===== config.mk =====
export PLATFORM = sky130hd
export DESIGN_NAME = smsd_cell
export DESIGN_NICKNAME = d
export VERILOG_FILES = /design/src/rtl/core/smsd_cell.sv
export SDC_FILE = /design/constraint.sdc
export NUM_CORES = 1
export LEC_CHECK = 0
export BUFFER_PORTS_ARGS = -buffer_cell sky130_fd_sc_hd__buf_4
export CAP_MARGIN = 20
export CORE_MARGIN = 2
export CORE_UTILIZATION = 50
export DETAILED_ROUTE_END_ITERATION = 10
export GPL_ROUTABILITY_DRIVEN = 0
export GPL_TIMING_DRIVEN = 0
export PLACE_DENSITY_LB_ADDON = 0.2
export SYNTH_ARGS = -nofsm -noshare
export SYNTH_HDL_FRONTEND = slang
export SYNTH_SLANG_ARGS = --single-unit

===== constraint.sdc =====
create_clock -name clk_i -period 4.6 [get_ports clk_i]
set_input_delay 0.46 -clock clk_i [delete_from_list [all_inputs] [get_ports clk_i]]
set_output_delay 0.46 -clock clk_i [all_outputs]
set_load 0.005 [all_outputs]

===== src/rtl/core/smsd_cell.sv =====
`timescale 1ns / 1ps
// ----------------------------------------------------------------------------
// Histogram bin cell
// Holds the count of one value bin. A cumulative-sum token passes through the
// cell each cycle; the cell adds its count and marks the two median ranks.
// ----------------------------------------------------------------------------
module smsd_cell #(
  parameter int unsigned Index = 0,
  parameter int unsigned BinW  = 8,
  parameter int unsigned CntW  = 11
) (
  input  logic            clk_i,
  input  logic            rst_ni,
  // Histogram maintenance.
  input  logic            clr_i,
  input  logic            inc_en_i,
  input  logic [BinW-1:0] inc_bin_i,
  input  logic            dec_en_i,
  input  logic [BinW-1:0] dec_bin_i,
  // Ranks searched for during the walk.
  input  logic [CntW-1:0] rank_lo_i,
  input  logic [CntW-1:0] rank_hi_i,
  // Token from the previous cell.
  input  logic            tok_valid_i,
  input  logic [CntW-1:0] tok_sum_i,
  input  logic            lo_found_i,
  input  logic [BinW-1:0] lo_bin_i,
  input  logic            hi_found_i,
  input  logic [BinW-1:0] hi_bin_i,
  // Token to the next cell.
  output logic            tok_valid_o,
  output logic [CntW-1:0] tok_sum_o,
  output logic            lo_found_o,
  output logic [BinW-1:0] lo_bin_o,
  output logic            hi_found_o,
  output logic [BinW-1:0] hi_bin_o
);

  localparam logic [BinW-1:0] MyBin = BinW'(Index);

  logic [CntW-1:0] cnt_q, cnt_d;
  logic            inc_hit, dec_hit;
  logic [CntW-1:0] sum_next;
  logic            lo_hit, hi_hit;

  logic            tok_valid_q;
  logic [CntW-1:0] tok_sum_q;
  logic            lo_found_q, hi_found_q;
  logic [BinW-1:0] lo_bin_q, hi_bin_q;

  // Count update: the oldest sample leaves, the new sample enters.
  assign inc_hit = inc_en_i && (inc_bin_i == MyBin);
  assign dec_hit = dec_en_i && (dec_bin_i == MyBin) && (cnt_q != '0);

  always_comb begin
    cnt_d = cnt_q;
    if (clr_i) begin
      cnt_d = '0;
    end else begin
      if (dec_hit) cnt_d = cnt_d - CntW'(1);
      if (inc_hit) cnt_d = cnt_d + CntW'(1);
    end
  end

  always_ff @(posedge clk_i or negedge rst_ni) begin
    if (!rst_ni) begin
      cnt_q <= '0;
    end else begin
      cnt_q <= cnt_d;
    end
  end

  // Cumulative sum and the first bin reaching each rank.
  assign sum_next = tok_sum_i + cnt_q;
  assign lo_hit   = !lo_found_i && (sum_next >= rank_lo_i);
  assign hi_hit   = !hi_found_i && (sum_next >= rank_hi_i);

  always_ff @(posedge clk_i or negedge rst_ni) begin
    if (!rst_ni) begin
      tok_valid_q <= 1'b0;
    end else begin
      tok_valid_q <= tok_valid_i;
    end
  end

  always_ff @(posedge clk_i) begin
    tok_sum_q  <= sum_next;
    lo_found_q <= lo_found_i || lo_hit;
    hi_found_q <= hi_found_i || hi_hit;
    lo_bin_q   <= lo_hit ? MyBin : lo_bin_i;
    hi_bin_q   <= hi_hit ? MyBin : hi_bin_i;
  end

  assign tok_valid_o = tok_valid_q;
  assign tok_sum_o   = tok_sum_q;
  assign lo_found_o  = lo_found_q;
  assign lo_bin_o    = lo_bin_q;
  assign hi_found_o  = hi_found_q;
  assign hi_bin_o    = hi_bin_q;

endmodule


After elaboration in Yosys (flattened, before gate mapping)
Cells that the tools add are included.
- register bits after elaboration: 41
- word-level logic and storage cells: 28
- add/subtract/negate cells: 3
- order comparisons: 2
- mux-type cells: 4
- reductions and logical operators: 12
- operators with widths (cell ; count):
    2-to-1 mux 11 bit ; 4
    >= comparator 11 bit ; 2
    logical NOT 8 bit ; 2
    adder 11 x 1 -> 11 bit, second input constant ; 1
    adder 11 bit ; 1
    nonzero test 11 bit ; 1
    subtractor 11 x 1 -> 11 bit, second input constant ; 1
    logical AND 1 bit ; 5
    logical NOT 1 bit ; 2
    logical OR 1 bit ; 2

Depth between registers and ports, before layout
Gate-level depths: netlist of run 1.
- word-level depth: 8
- depth in mapped cells: 17
- depth with buffers taken out: 17

Worst setup path after synthesis of run 1
Ideal clock, no wire load.
- path kind: input to register
- start: in tok_sum_i[0]
- end: reg lo_bin_q[0] (netlist: lo_bin_o[0])
- library setup time: 147 ps
- data arrival time: 3400 ps
- data required time: 4453 ps
- slack: 1053 ps
- stages: 16
- cell sequence: ha_1 -> inv_1 -> fa_1 -> nor2b_1 -> o21ai_0 -> a21boi_0 -> o21ai_0 -> a221oi_1 -> xor2_1 -> ha_1 -> o21a_1 -> o21ai_0 -> nand2b_1 -> a21oi_1 -> o32ai_1 -> nor2b_1
- longest elaborated chain between the ends: 3
- RTL lines (item ; line ; RTL):
    start: declaration ; 25 ; input logic [CntW-1:0] tok_sum_i,
    adder 11 bit ; 74 ; assign sum_next = tok_sum_i + cnt_q;
    named net sum_next[8] ; 43 ; logic [CntW-1:0] sum_next;
    >= comparator 11 bit ; 75 ; assign lo_hit = !lo_found_i && (sum_next >= rank_lo_i);
    logical AND 1 bit ; 75 ;
    end signal: assignment ; 90 ; lo_bin_q <= lo_hit ? MyBin : lo_bin_i;
    end: declaration ; 49 ; logic [BinW-1:0] lo_bin_q, hi_bin_q;
The timed path passes the listed nets, and every way through them passes these cells.
A chain may end at the register's enable or synchronous reset.

Worst setup path after layout of run 1
- start: reg cnt_q[0]
- end: reg hi_found_q (netlist: hi_found_o)
- longest elaborated chain between the ends: 4
- RTL lines (item ; line ; RTL):
    start: declaration ; 41 ; logic [CntW-1:0] cnt_q, cnt_d;
    start signal: assignment ; 69 ; cnt_q <= cnt_d;
    adder 11 bit ; 74 ;
    named net sum_next[8] ; 43 ;
    >= comparator 11 bit ; 76 ; assign hi_hit = !hi_found_i && (sum_next >= rank_hi_i);
    logical AND 1 bit ; 76 ;
    logical OR 1 bit ; 89 ; hi_found_q <= hi_found_i || hi_hit;
    end signal: assignment ; 89 ;
    end: declaration ; 48 ; logic lo_found_q, hi_found_q;
The timed path passes the listed nets, and every way through them passes these cells.

==> impl_summary.log, run 1 <==
INFO  metric met3_usage = 0.04943
INFO  metric slowest_delay = 0.46 ns
INFO  metric met2_usage = 0.3784
INFO  metric floorplan.initialDensity = 0.5262
INFO  metric worstPathCellList = ha_1, inv_1, fa_1, nor2b_1, o21ai_0, a21boi_0, o21ai_0, a221oi_1, xor2_1, ha_1, a21o_1, a221o_1, clkbuf_1, a211o_1
INFO  metric timing_worst_setup_path_type = reg2reg
INFO  metric hold-worst-slack = 0.2599 ns
INFO  metric core_area = 0.005205 sq mm
INFO  metric total_power_density_per_cell_area = 231.8 mW/mm^2
INFO  metric unrepaired_setup_endpoints_after_global_routing = no
INFO  metric post_synth_inst_count = 304
INFO  metric syn_to_final_growth = 36.14%
INFO  metric fin_nets = 522
INFO  metric power.combinational.fraction = 0.199
INFO  metric worstSetupStartpointType = flop
INFO  metric mappedNetlistArea = 0.002739 sq mm
INFO  metric status = completed
INFO  metric gr-total-overflow = 0
INFO  metric dp.final_hpwl = 5.050 mm
INFO  metric antenna_violations_before_repair = 0
INFO  metric internal_power = 657.0 uW
INFO  metric synthTopCellsByArea = dfxtp_1 (21%), ha_1 (16%), dfrtp_1 (11%), xnor2_1 (5.1%), inv_1 (4.7%)
INFO  metric cts_root_buffer = clkbuf_8
INFO  metric postSynthRegisterBits = 41
INFO  metric global_route.peak_usage_layer = met2
INFO  metric fmax = 250.5 MHz
INFO  metric timing.max_slew.rel_slack = 0.5505
INFO  metric cts.htree.levels = 2
INFO  metric power.static_leakage = 1.899 nW
INFO  metric clkSlewWorstSetupHoldPaths = 0.08 ns
INFO  metric cts_tree = yes
INFO  metric crit_path_time_final = 3.991 ns
INFO  metric synth-compound-area-share = 0.1453
INFO  metric grt_first_pass_wirelength = 10.35 mm
INFO  metric die-height = 78.01 um
INFO  metric synth-edff-count = 0
INFO  metric final_slew_viol_count = 0
INFO  metric setup_violations = 0
INFO  metric synth_xor_xnor_area_share = 0.07035
INFO  metric worst-path-max-fanout = 9
INFO  metric timing.setup.tns = 0 ns
INFO  metric number_of_antenna_repair_diodes = 0
INFO  metric fraction_of_synthesized_cell_area_taken_by_the_top_area_cell_type = 0.2120
INFO  metric power_frac_clock = 0.358
INFO  metric postSynth.topFlopCell = dfxtp_1
INFO  metric wire_per_inst = 12.84 um
INFO  metric ports = 103
INFO  metric switching_share_of_power = 0.2397
INFO  metric floorplan.die.width = 78.01 um
INFO  metric slowest_stage = dfrtp_1
INFO  metric async_reset_ff_frac = 0.2927
INFO  metric cts_num_sinks = 41
INFO  metric cts_setup_buffers = 0
INFO  metric detail_route.first_pass.iterations = 4
INFO  metric dieArea = 0.006086 sq mm
INFO  metric port-buffer-count = 102
INFO  metric finalHoldViolCount = 0
INFO  metric hold_path_class = in2reg
INFO  metric cts_inserted_buffers = 5
INFO  metric synth_sequential_area_ratio = 0.3216
INFO  metric routed_via_density = 5.272
INFO  metric gr-usage-met1 = 0.2376
INFO  metric globalRouteTotalUtil = 0.2095
INFO  metric netlist-cell-type-count = 53
INFO  metric post_route_cells_drive_above_1_share = 0.3133
INFO  metric maxCapViolCount = 0
INFO  metric largest_family_of_logic_cells_by_synthesized_area = simple AND/OR/NAND/NOR gates
INFO  metric clkLatencyLatePin = 0.30 ns
INFO  metric fill_cells = 428
INFO  metric remaining_drc_errors = 0
INFO  metric first_drt_iteration_drcs = 116
INFO  metric timing.critical_path.to_type = flop
INFO  metric library_cell_occupying_the_most_area_in_the_post_synthesis_netlist = dfxtp_1
INFO  metric maximum_number_of_pins_on_one_net_before_global_route_repair = 14
INFO  metric p_sw = 207.2 uW
INFO  metric ant_nets = 0
INFO  metric wl = 6.227 mm
INFO  metric detailed_route_via_count = 2557
INFO  metric critical_path_arrival = 4.18 ns
INFO  metric yosysWarningCount = 0
INFO  metric postSynthAreaPerCell = 9.009 sq um
INFO  metric final.period_utilization = 0.8677
INFO  metric seq_power_share = 0.443
INFO  metric vdd.ir_drop.worst = 0.0001427 V
INFO  metric worst-endpoint-required = 4.79 ns
INFO  metric synth_fa_ha_area_frac = 0.1626
INFO  metric cts-root-to-sink-buffers = 2
INFO  metric synth_simple_gate_area_share = 0.2298
INFO  metric actual_transition_at_the_worst_max_transition_pin = 0.6573 ns
INFO  metric placement_row_count = 26
INFO  metric synth_nets = 412
INFO  metric yosys-mux-area-fraction = 0.01462
INFO  metric final.setup_skew = 0.009472 ns
INFO  metric grt_pass1_vias = 2447
==> synthesized netlist by cell type (4+ instances only) <==
master and n:
xor2_1 6, nand2b_1 4, ha_1 34, nand3_1 7
nand4_1 4, a21o_1 9, nor2_1 16, o21ai_0 8
a21oi_1 22, nor3_1 10, mux2i_1 4, inv_1 34
nor2b_1 12, dfxtp_1 29, xnor2_1 16, nand2_1 19
dfrtp_1 12
==> repair_timing <==
action,CTS,global route
hold buffers,1,0
gates resized for setup,0,1
setup endpoints to repair,0,8
endpoints found under the hold margin,12,0
==> through the flow <==
stage / std cells / area [sq um] / setup slack [ns] / power (mW) / util
after detailed placement: 476 / 3592 / 0.4102 / 0.5620 / 0.6901
final: 485 / 3729 / 0.6087 / 0.8641 / 0.7163
after global routing: 485 / 3729 / 0.2673 / 0.9111 / 0.7163
after floorplan: 304 / 2739 / 1.053 / 0.4638 / -
after CTS: 485 / 3721 / 0.4378 / 0.8739 / 0.7149
after global placement: 476 / 3592 / 0.4698 / 0.5563 / 0.6901
==> worst paths after layout <==
path | start | to | depth (start not counted) | slack, ns
min in group asynchronous | rst_ni | tok_valid_o$_DFF_PN0_ | 2 | 0.52
worst min register to register | cnt_q[0]$_DFF_PN0_ | tok_sum_o[0]$_DFF_P_ | 1 | 0.67
max in group asynchronous | rst_ni | cnt_q[1]$_DFF_PN0_ | 2 | 3.91
worst max register to register | cnt_q[0]$_DFF_PN0_ | hi_found_o$_DFF_P_ | 14 | 0.61
worst min-delay path | tok_valid_i | tok_valid_o$_DFF_PN0_ | 1 | 0.26
worst max-delay path | cnt_q[0]$_DFF_PN0_ | hi_found_o$_DFF_P_ | 14 | 0.61
==> cell families (layout without fill, tap and decap cells) <==
logic type / Yosys count / in the layout
AO/OA/AOI/OAI: 60 / 60
XOR/XNOR: 22 / 22
adder cells (fa/ha/maj): 35 / 35
buffers and inverters: 40 / 151
flip-flops: 41 / 41
multiplexers: 4 / 4
AND/OR/NAND/NOR: 102 / 102
==> power groups by stage <==
| stage | Combinational (mW) | Clock, mW | Sequential, mW |
|---|---|---|---|
| 2_1_floorplan | 0.0695 | 0 | 0.394 |
| 3_3_place_gp | 0.166 | 0 | 0.391 |
| 3_5_place_dp | 0.171 | 0 | 0.391 |
| 4_1_cts | 0.173 | 0.318 | 0.383 |
| 5_1_grt | 0.192 | 0.334 | 0.385 |
| 6_report | 0.172 | 0.309 | 0.383 |
==> sequential cells by signal, summed over array words and instances (netlist names) <==
register and flops:
lo_found_o 1, cnt_q 11, tok_sum_o 11, hi_bin_o 8, tok_valid_o 1, lo_bin_o 8, hi_found_o 1
==> worst max-delay path: cells and delay by family, from the launching register on <==
| family | cells | cell delay, ns |
|---|---|---|
| adder cells (fa/ha/maj) | 3 | 0.91 |
| flip-flops | 1 | 0.46 |
| XOR/XNOR | 1 | 0.29 |
| AND/OR/NAND/NOR | 1 | 0.12 |
| AO/OA/AOI/OAI | 7 | 1.81 |
| buffers and inverters | 2 | 0.27 |
==> layout by cell type (no fill, tap or decap), types with 3 or more instances in the layout <==
master	netlist	layout
or2_2	3	3
clkbuf_8	0	6
nand4_1	4	4
mux2i_1	4	4
or4_4	3	3
nor4_1	3	3
nor2b_1	12	12
nand2_1	19	19
xor2_1	6	6
nor3_1	10	10
a21oi_1	22	22
xnor2_1	16	16
ha_1	34	34
o21a_1	3	3
o31ai_1	3	3
a21o_1	9	9
o21ai_0	8	8
nor2_1	16	16
nand2b_1	4	4
and3_1	3	3
and2_1	3	3
buf_4	0	102
dfxtp_1	29	29
dfrtp_1	12	12
inv_1	34	34
nand3_1	7	7
==> routing by layer <==
| metal | up-vias | part of all wire | routed length [um] |
|---|---|---|---|
| li1 | 1291 | - | - |
| met1 | 1165 | 0.41 | 2558 |
| met2 | 87 | 0.50 | 3129 |
| met3 | 14 | 0.063 | 392 |
| met4 | 0 | 0.023 | 146 |
| met5 | - | 0 | 0 |
==> cell type report <==
type	count	area [sq um]	area share
plain buffers	6	25.02	0.006711
clock buffers	6	82.58	0.02215
clock inverters	2	36.28	0.009732
inverters	34	127.6	0.03423
multi-input cells	223	1713	0.4594
flip-flops and latches	41	880.8	0.2362
well taps	70	87.58	0.02349
repair buffers	103	775.7	0.2081
(Power assumes the default switching activity.)
==> run 2, diff against run 1 <==
--- a/config.mk
+++ b/config.mk
@@ -5,6 +5,7 @@
 export SDC_FILE = /design/constraint.sdc
 export NUM_CORES = 1
 export LEC_CHECK = 0
+export ABC_AREA = 1
 export BUFFER_PORTS_ARGS = -buffer_cell sky130_fd_sc_hd__buf_4
 export CAP_MARGIN = 20
 export CORE_MARGIN = 2
@@ -12,6 +13,7 @@
 export DETAILED_ROUTE_END_ITERATION = 10
 export GPL_ROUTABILITY_DRIVEN = 0
 export GPL_TIMING_DRIVEN = 0
+export MAX_ROUTING_LAYER = met4
 export PLACE_DENSITY_LB_ADDON = 0.2
 export SYNTH_ARGS = -nofsm -noshare
 export SYNTH_HDL_FRONTEND = slang
==> constraint.sdc (replaced) <==
create_clock -name clk_i -period 5 [get_ports clk_i]
set_input_delay 0.5 -clock clk_i [delete_from_list [all_inputs] [get_ports clk_i]]
set_output_delay 0.5 -clock clk_i [all_outputs]
set_load 0.005 [all_outputs]
==> impl_summary.log, run 2 <==
INFO  metric library_cell_occupying_the_most_area_in_the_post_synthesis_netlist = dfxtp_1 (unchanged)
INFO  metric worstSetupStartpointType = flop (unchanged)
INFO  metric cts_inserted_buffers = 5 (unchanged)
INFO  metric placement_row_count = 27 (was 26)
INFO  metric grt_first_pass_wirelength = 11.47 mm (was 10.35 mm)
INFO  metric postSynthAreaPerCell = 7.118 sq um (was 9.009 sq um)
INFO  metric timing_worst_setup_path_type = reg2reg (unchanged)
INFO  metric total_power_density_per_cell_area = 190.4 mW/mm^2 (was 231.8 mW/mm^2)
INFO  metric fill_cells = 469 (was 428)
INFO  metric synth-edff-count = 0 (unchanged)
INFO  metric mostFrequentLayoutCell = buf_4 (unchanged)
INFO  metric finalHoldViolCount = 0 (unchanged)
INFO  metric final.setup_skew = 0.009034 ns (was 0.009472 ns)
INFO  metric fin_ws = 1.306 ns (was 0.6087 ns)
INFO  metric clkSlewWorstSetupHoldPaths = 0.08 ns (about the same)
INFO  metric post_cts_resized = 0 (unchanged)
INFO  metric ports = 103 (unchanged)
INFO  metric yosys-mux-area-fraction = 0 (was 0.01462)
INFO  metric critical_path_buf_inv_count = 3 (was 2)
INFO  metric cts_root_buffer = clkbuf_8 (unchanged)
INFO  metric globalRouteTotalUtil = 0.2282 (was 0.2095)
INFO  metric floorplan.die.width = 80.59 um (was 78.01 um)
INFO  metric multiInputGateArea = 0.001744 sq mm (was 0.001713 sq mm)
INFO  metric detail_route.first_pass.iterations = 4 (unchanged)
INFO  metric synth_sequential_area_ratio = 0.3003 (was 0.3216)
INFO  metric preCtsSetupSlack = 1.157 ns (was 0.4102 ns)
INFO  metric cts.htree.levels = 2 (unchanged)
INFO  metric async_reset_ff_frac = 0.2927 (unchanged)
INFO  metric critical_path_arrival = 3.87 ns (was 4.18 ns)
INFO  metric floorplan.initialDensity = 0.5262 (about the same)
INFO  metric final_slew_viol_count = 0 (unchanged)
INFO  metric die-height = 80.59 um (was 78.01 um)
INFO  metric cts-root-to-sink-buffers = 2 (unchanged)
INFO  metric first_drt_iteration_drcs = 109 (was 116)
INFO  metric cts_tree = yes (unchanged)
INFO  metric cts_setup_buffers = 0 (unchanged)
INFO  metric synth_nets = 520 (was 412)
INFO  metric remaining_drc_errors = 0 (unchanged)
INFO  metric wire_per_inst = 11.66 um (was 12.84 um)
INFO  metric mappedNetlistArea = 0.002933 sq mm (was 0.002739 sq mm)
INFO  metric yosysWarningCount = 0 (unchanged)
INFO  metric synth_xor_xnor_area_share = 0.04181 (was 0.07035)
INFO  metric unrepaired_setup_endpoints_after_global_routing = no (unchanged)
INFO  metric largest_family_of_logic_cells_by_synthesized_area = simple AND/OR/NAND/NOR gates (unchanged)
INFO  metric synth_fa_ha_area_frac = 0.1519 (was 0.1626)
INFO  metric slowest_delay = 0.58 ns (was 0.46 ns)
INFO  metric crit_path_time_final = 3.694 ns (was 3.991 ns)
INFO  metric fraction_of_synthesized_cell_area_taken_by_the_top_area_cell_type = 0.1980 (was 0.2120)
INFO  metric worst-path-max-fanout = 8 (was 9)
INFO  metric maxCapViolCount = 0 (unchanged)
INFO  metric timing.critical_path.to_type = flop (unchanged)
INFO  metric detailed_route_via_count = 2883 (was 2557)
INFO  metric number_of_antenna_repair_diodes = 0 (unchanged)
INFO  metric worstPathCellList = ha_1, inv_1, fa_1, o21ai_0, nand2_1, o211ai_1, a31oi_1, xor2_1, inv_1, ha_1, nand3_1, o311ai_0, nor2b_1, clkbuf_1, nor2_1 (was ha_1, inv_1, fa_1, nor2b_1, o21ai_0, a21boi_0, o21ai_0, a221oi_1, xor2_1, ha_1, a21o_1, a221o_1, clkbuf_1, a211o_1)
INFO  metric post-synth-top-count-cell = inv_1
INFO  metric setup_violations = 0 (unchanged)
INFO  metric postSynthRegisterBits = 41 (unchanged)
INFO  metric ant_nets = 0 (unchanged)
INFO  metric core_area = 0.005574 sq mm (was 0.005205 sq mm)
INFO  metric post_synth_inst_count = 412 (was 304)
INFO  metric cts_num_sinks = 41 (unchanged)
INFO  metric final.period_utilization = 0.7388 (was 0.8677)
INFO  metric synth_simple_gate_area_share = 0.3157 (was 0.2298)
INFO  metric actual_transition_at_the_worst_max_transition_pin = 0.6187 ns (was 0.6573 ns)
INFO  metric wl = 6.929 mm (was 6.227 mm)
INFO  metric synth-compound-area-share = 0.08532 (was 0.1453)
INFO  metric hold_path_class = in2async (was in2reg)
INFO  metric antenna_violations_before_repair = 0 (unchanged)
INFO  metric dieArea = 0.006494 sq mm (was 0.006086 sq mm)
INFO  metric synth_top_cells_by_count = inv_1 (77), nand2_1 (70), nor2_1 (57) (was ha_1 (34), inv_1 (34), dfxtp_1 (29))
INFO  metric power.static_leakage = 2.169 nW (was 1.899 nW)
INFO  metric fmax = 270.7 MHz (was 250.5 MHz)
INFO  metric grt_pass1_vias = 2827 (was 2447)
INFO  metric dp.final_hpwl = 5.861 mm (was 5.050 mm)
INFO  metric vdd.ir_drop.worst = 0.0001113 V (was 0.0001427 V)
INFO  metric maximum_number_of_pins_on_one_net_before_global_route_repair = 14 (unchanged)
INFO  metric port-buffer-count = 102 (unchanged)
INFO  metric fin_nets = 629 (was 522)
INFO  metric worst-endpoint-required = 5.18 ns (was 4.79 ns)
INFO  metric layout.cells.most_common_list = buf_4 (102), inv_1 (77), nand2_1 (70) (was buf_4 (102), inv_1 (34), ha_1 (34))
INFO  metric syn_to_final_growth = 32.34% (was 36.14%)
INFO  metric routed_via_density = 4.854 (was 5.272)
INFO  metric gr-total-overflow = 0 (unchanged)
INFO  metric finalPower = 739.0 uW (was 864.1 uW)
INFO  metric slowest_stage = o311ai_0 (was dfrtp_1)
INFO  metric synthTopCellsByArea = dfxtp_1 (20%), ha_1 (15%), dfrtp_1 (10%), inv_1 (9.9%), nand2_1 (9.0%) (was dfxtp_1 (21%), ha_1 (16%), dfrtp_1 (11%), xnor2_1 (5.1%), inv_1 (4.7%))
INFO  metric clkLatencyLatePin = 0.30 ns (about the same)
INFO  metric timing.max_slew.rel_slack = 0.5823 (was 0.5505)
INFO  metric post_route_cells_drive_above_1_share = 0.2625 (was 0.3133)
INFO  metric timing.setup.tns = 0 ns (unchanged)
INFO  metric ctsHoldBuffers = 0 (was 1)
INFO  metric crit_family = compound AO/OA/AOI/OAI gates (unchanged)
INFO  metric post_layout_nonfiller_instances = 594 (was 485)
INFO  metric place.detailed.instances = 586 (was 476)
INFO  metric netlist-cell-type-count = 33 (was 53)
INFO  metric status = completed (unchanged)
INFO  metric postSynth.topFlopCell = dfxtp_1 (unchanged)
INFO  metric layout.area.seq = 880.8 sq um (unchanged)
==> run 2: cells by family after synthesis <==
group                    Yosys count
buffers and inverters             82
flip-flops                        41
AO/OA/AOI/OAI                     45
XOR/XNOR                          14
AND/OR/NAND/NOR                  195
adder cells (fa/ha/maj)           35
==> run 2: final timing paths <==
path / startpoint / endpoint / slack (ns) / cells after the start
worst max-delay path: cnt_q[0]$_DFF_PN0_ / lo_bin_o[3]$_SDFF_PP0_ / 1.31 / 15
max in group asynchronous: rst_ni / cnt_q[0]$_DFF_PN0_ / 4.83 / 1
min in group clk_i: tok_valid_i / tok_valid_o$_DFF_PN0_ / 0.30 / 1
worst max register to register: cnt_q[0]$_DFF_PN0_ / lo_bin_o[3]$_SDFF_PP0_ / 1.31 / 15
worst min register to register: cnt_q[0]$_DFF_PN0_ / tok_sum_o[0]$_DFF_P_ / 0.57 / 1
worst min-delay path: rst_ni / cnt_q[9]$_DFF_PN0_ / 0.02 / 1
==> run 2: area by class of cell <==
cell class	instances	share of cell area
tap	72	0.02321
timing repair buffer	102	0.1973
inverter	80	0.07737
clock inverter	1	0.001612
sequential	41	0.2270
buffer	2	0.001934
clock buffer	7	0.02224
multi-input combinational	289	0.4494
==> run 2: per-layer routing <==
metal / vias up / routed length, um / global-route usage / part of all wire
li1: 1524 / - / - / -
met1: 1265 / 2810 / 0.2417 / 0.41
met2: 81 / 3555 / 0.4300 / 0.51
met3: 13 / 429 / 0.03596 / 0.062
met4: 0 / 134 / 0.07458 / 0.019
met5: - / 0 / - / 0
==> run 2: worst register-to-register path, delay by kind of cell (launching register included) <==
family                   cells  cell delay, ns
buffers and inverters        3            0.42
adder cells (fa/ha/maj)      3            0.89
flip-flops                   1            0.39
AND/OR/NAND/NOR              4            0.46
AO/OA/AOI/OAI                4            1.27
XOR/XNOR                     1            0.16
==> run 2: metrics by stage <==
| stage | instance area (sq um) | hold slack, ns | utilization |
|---|---|---|---|
| 2_1_floorplan | 2933 | 0.2044 | - |
| 3_3_place_gp | 3789 | 0.3421 | 0.6797 |
| 3_5_place_dp | 3789 | 0.3471 | 0.6797 |
| 4_1_cts | 3881 | 0.02032 | 0.6963 |
| 5_1_grt | 3881 | 0.02457 | 0.6963 |
| 6_report | 3881 | 0.01924 | 0.6963 |
==> run 2: where the power goes <==
part	internal, mW	leakage [nW]	switching [mW]
combinational	0.0889	1.71	0.0697
clock	0.113	0.0488	0.117
sequential	0.346	0.410	0.00467
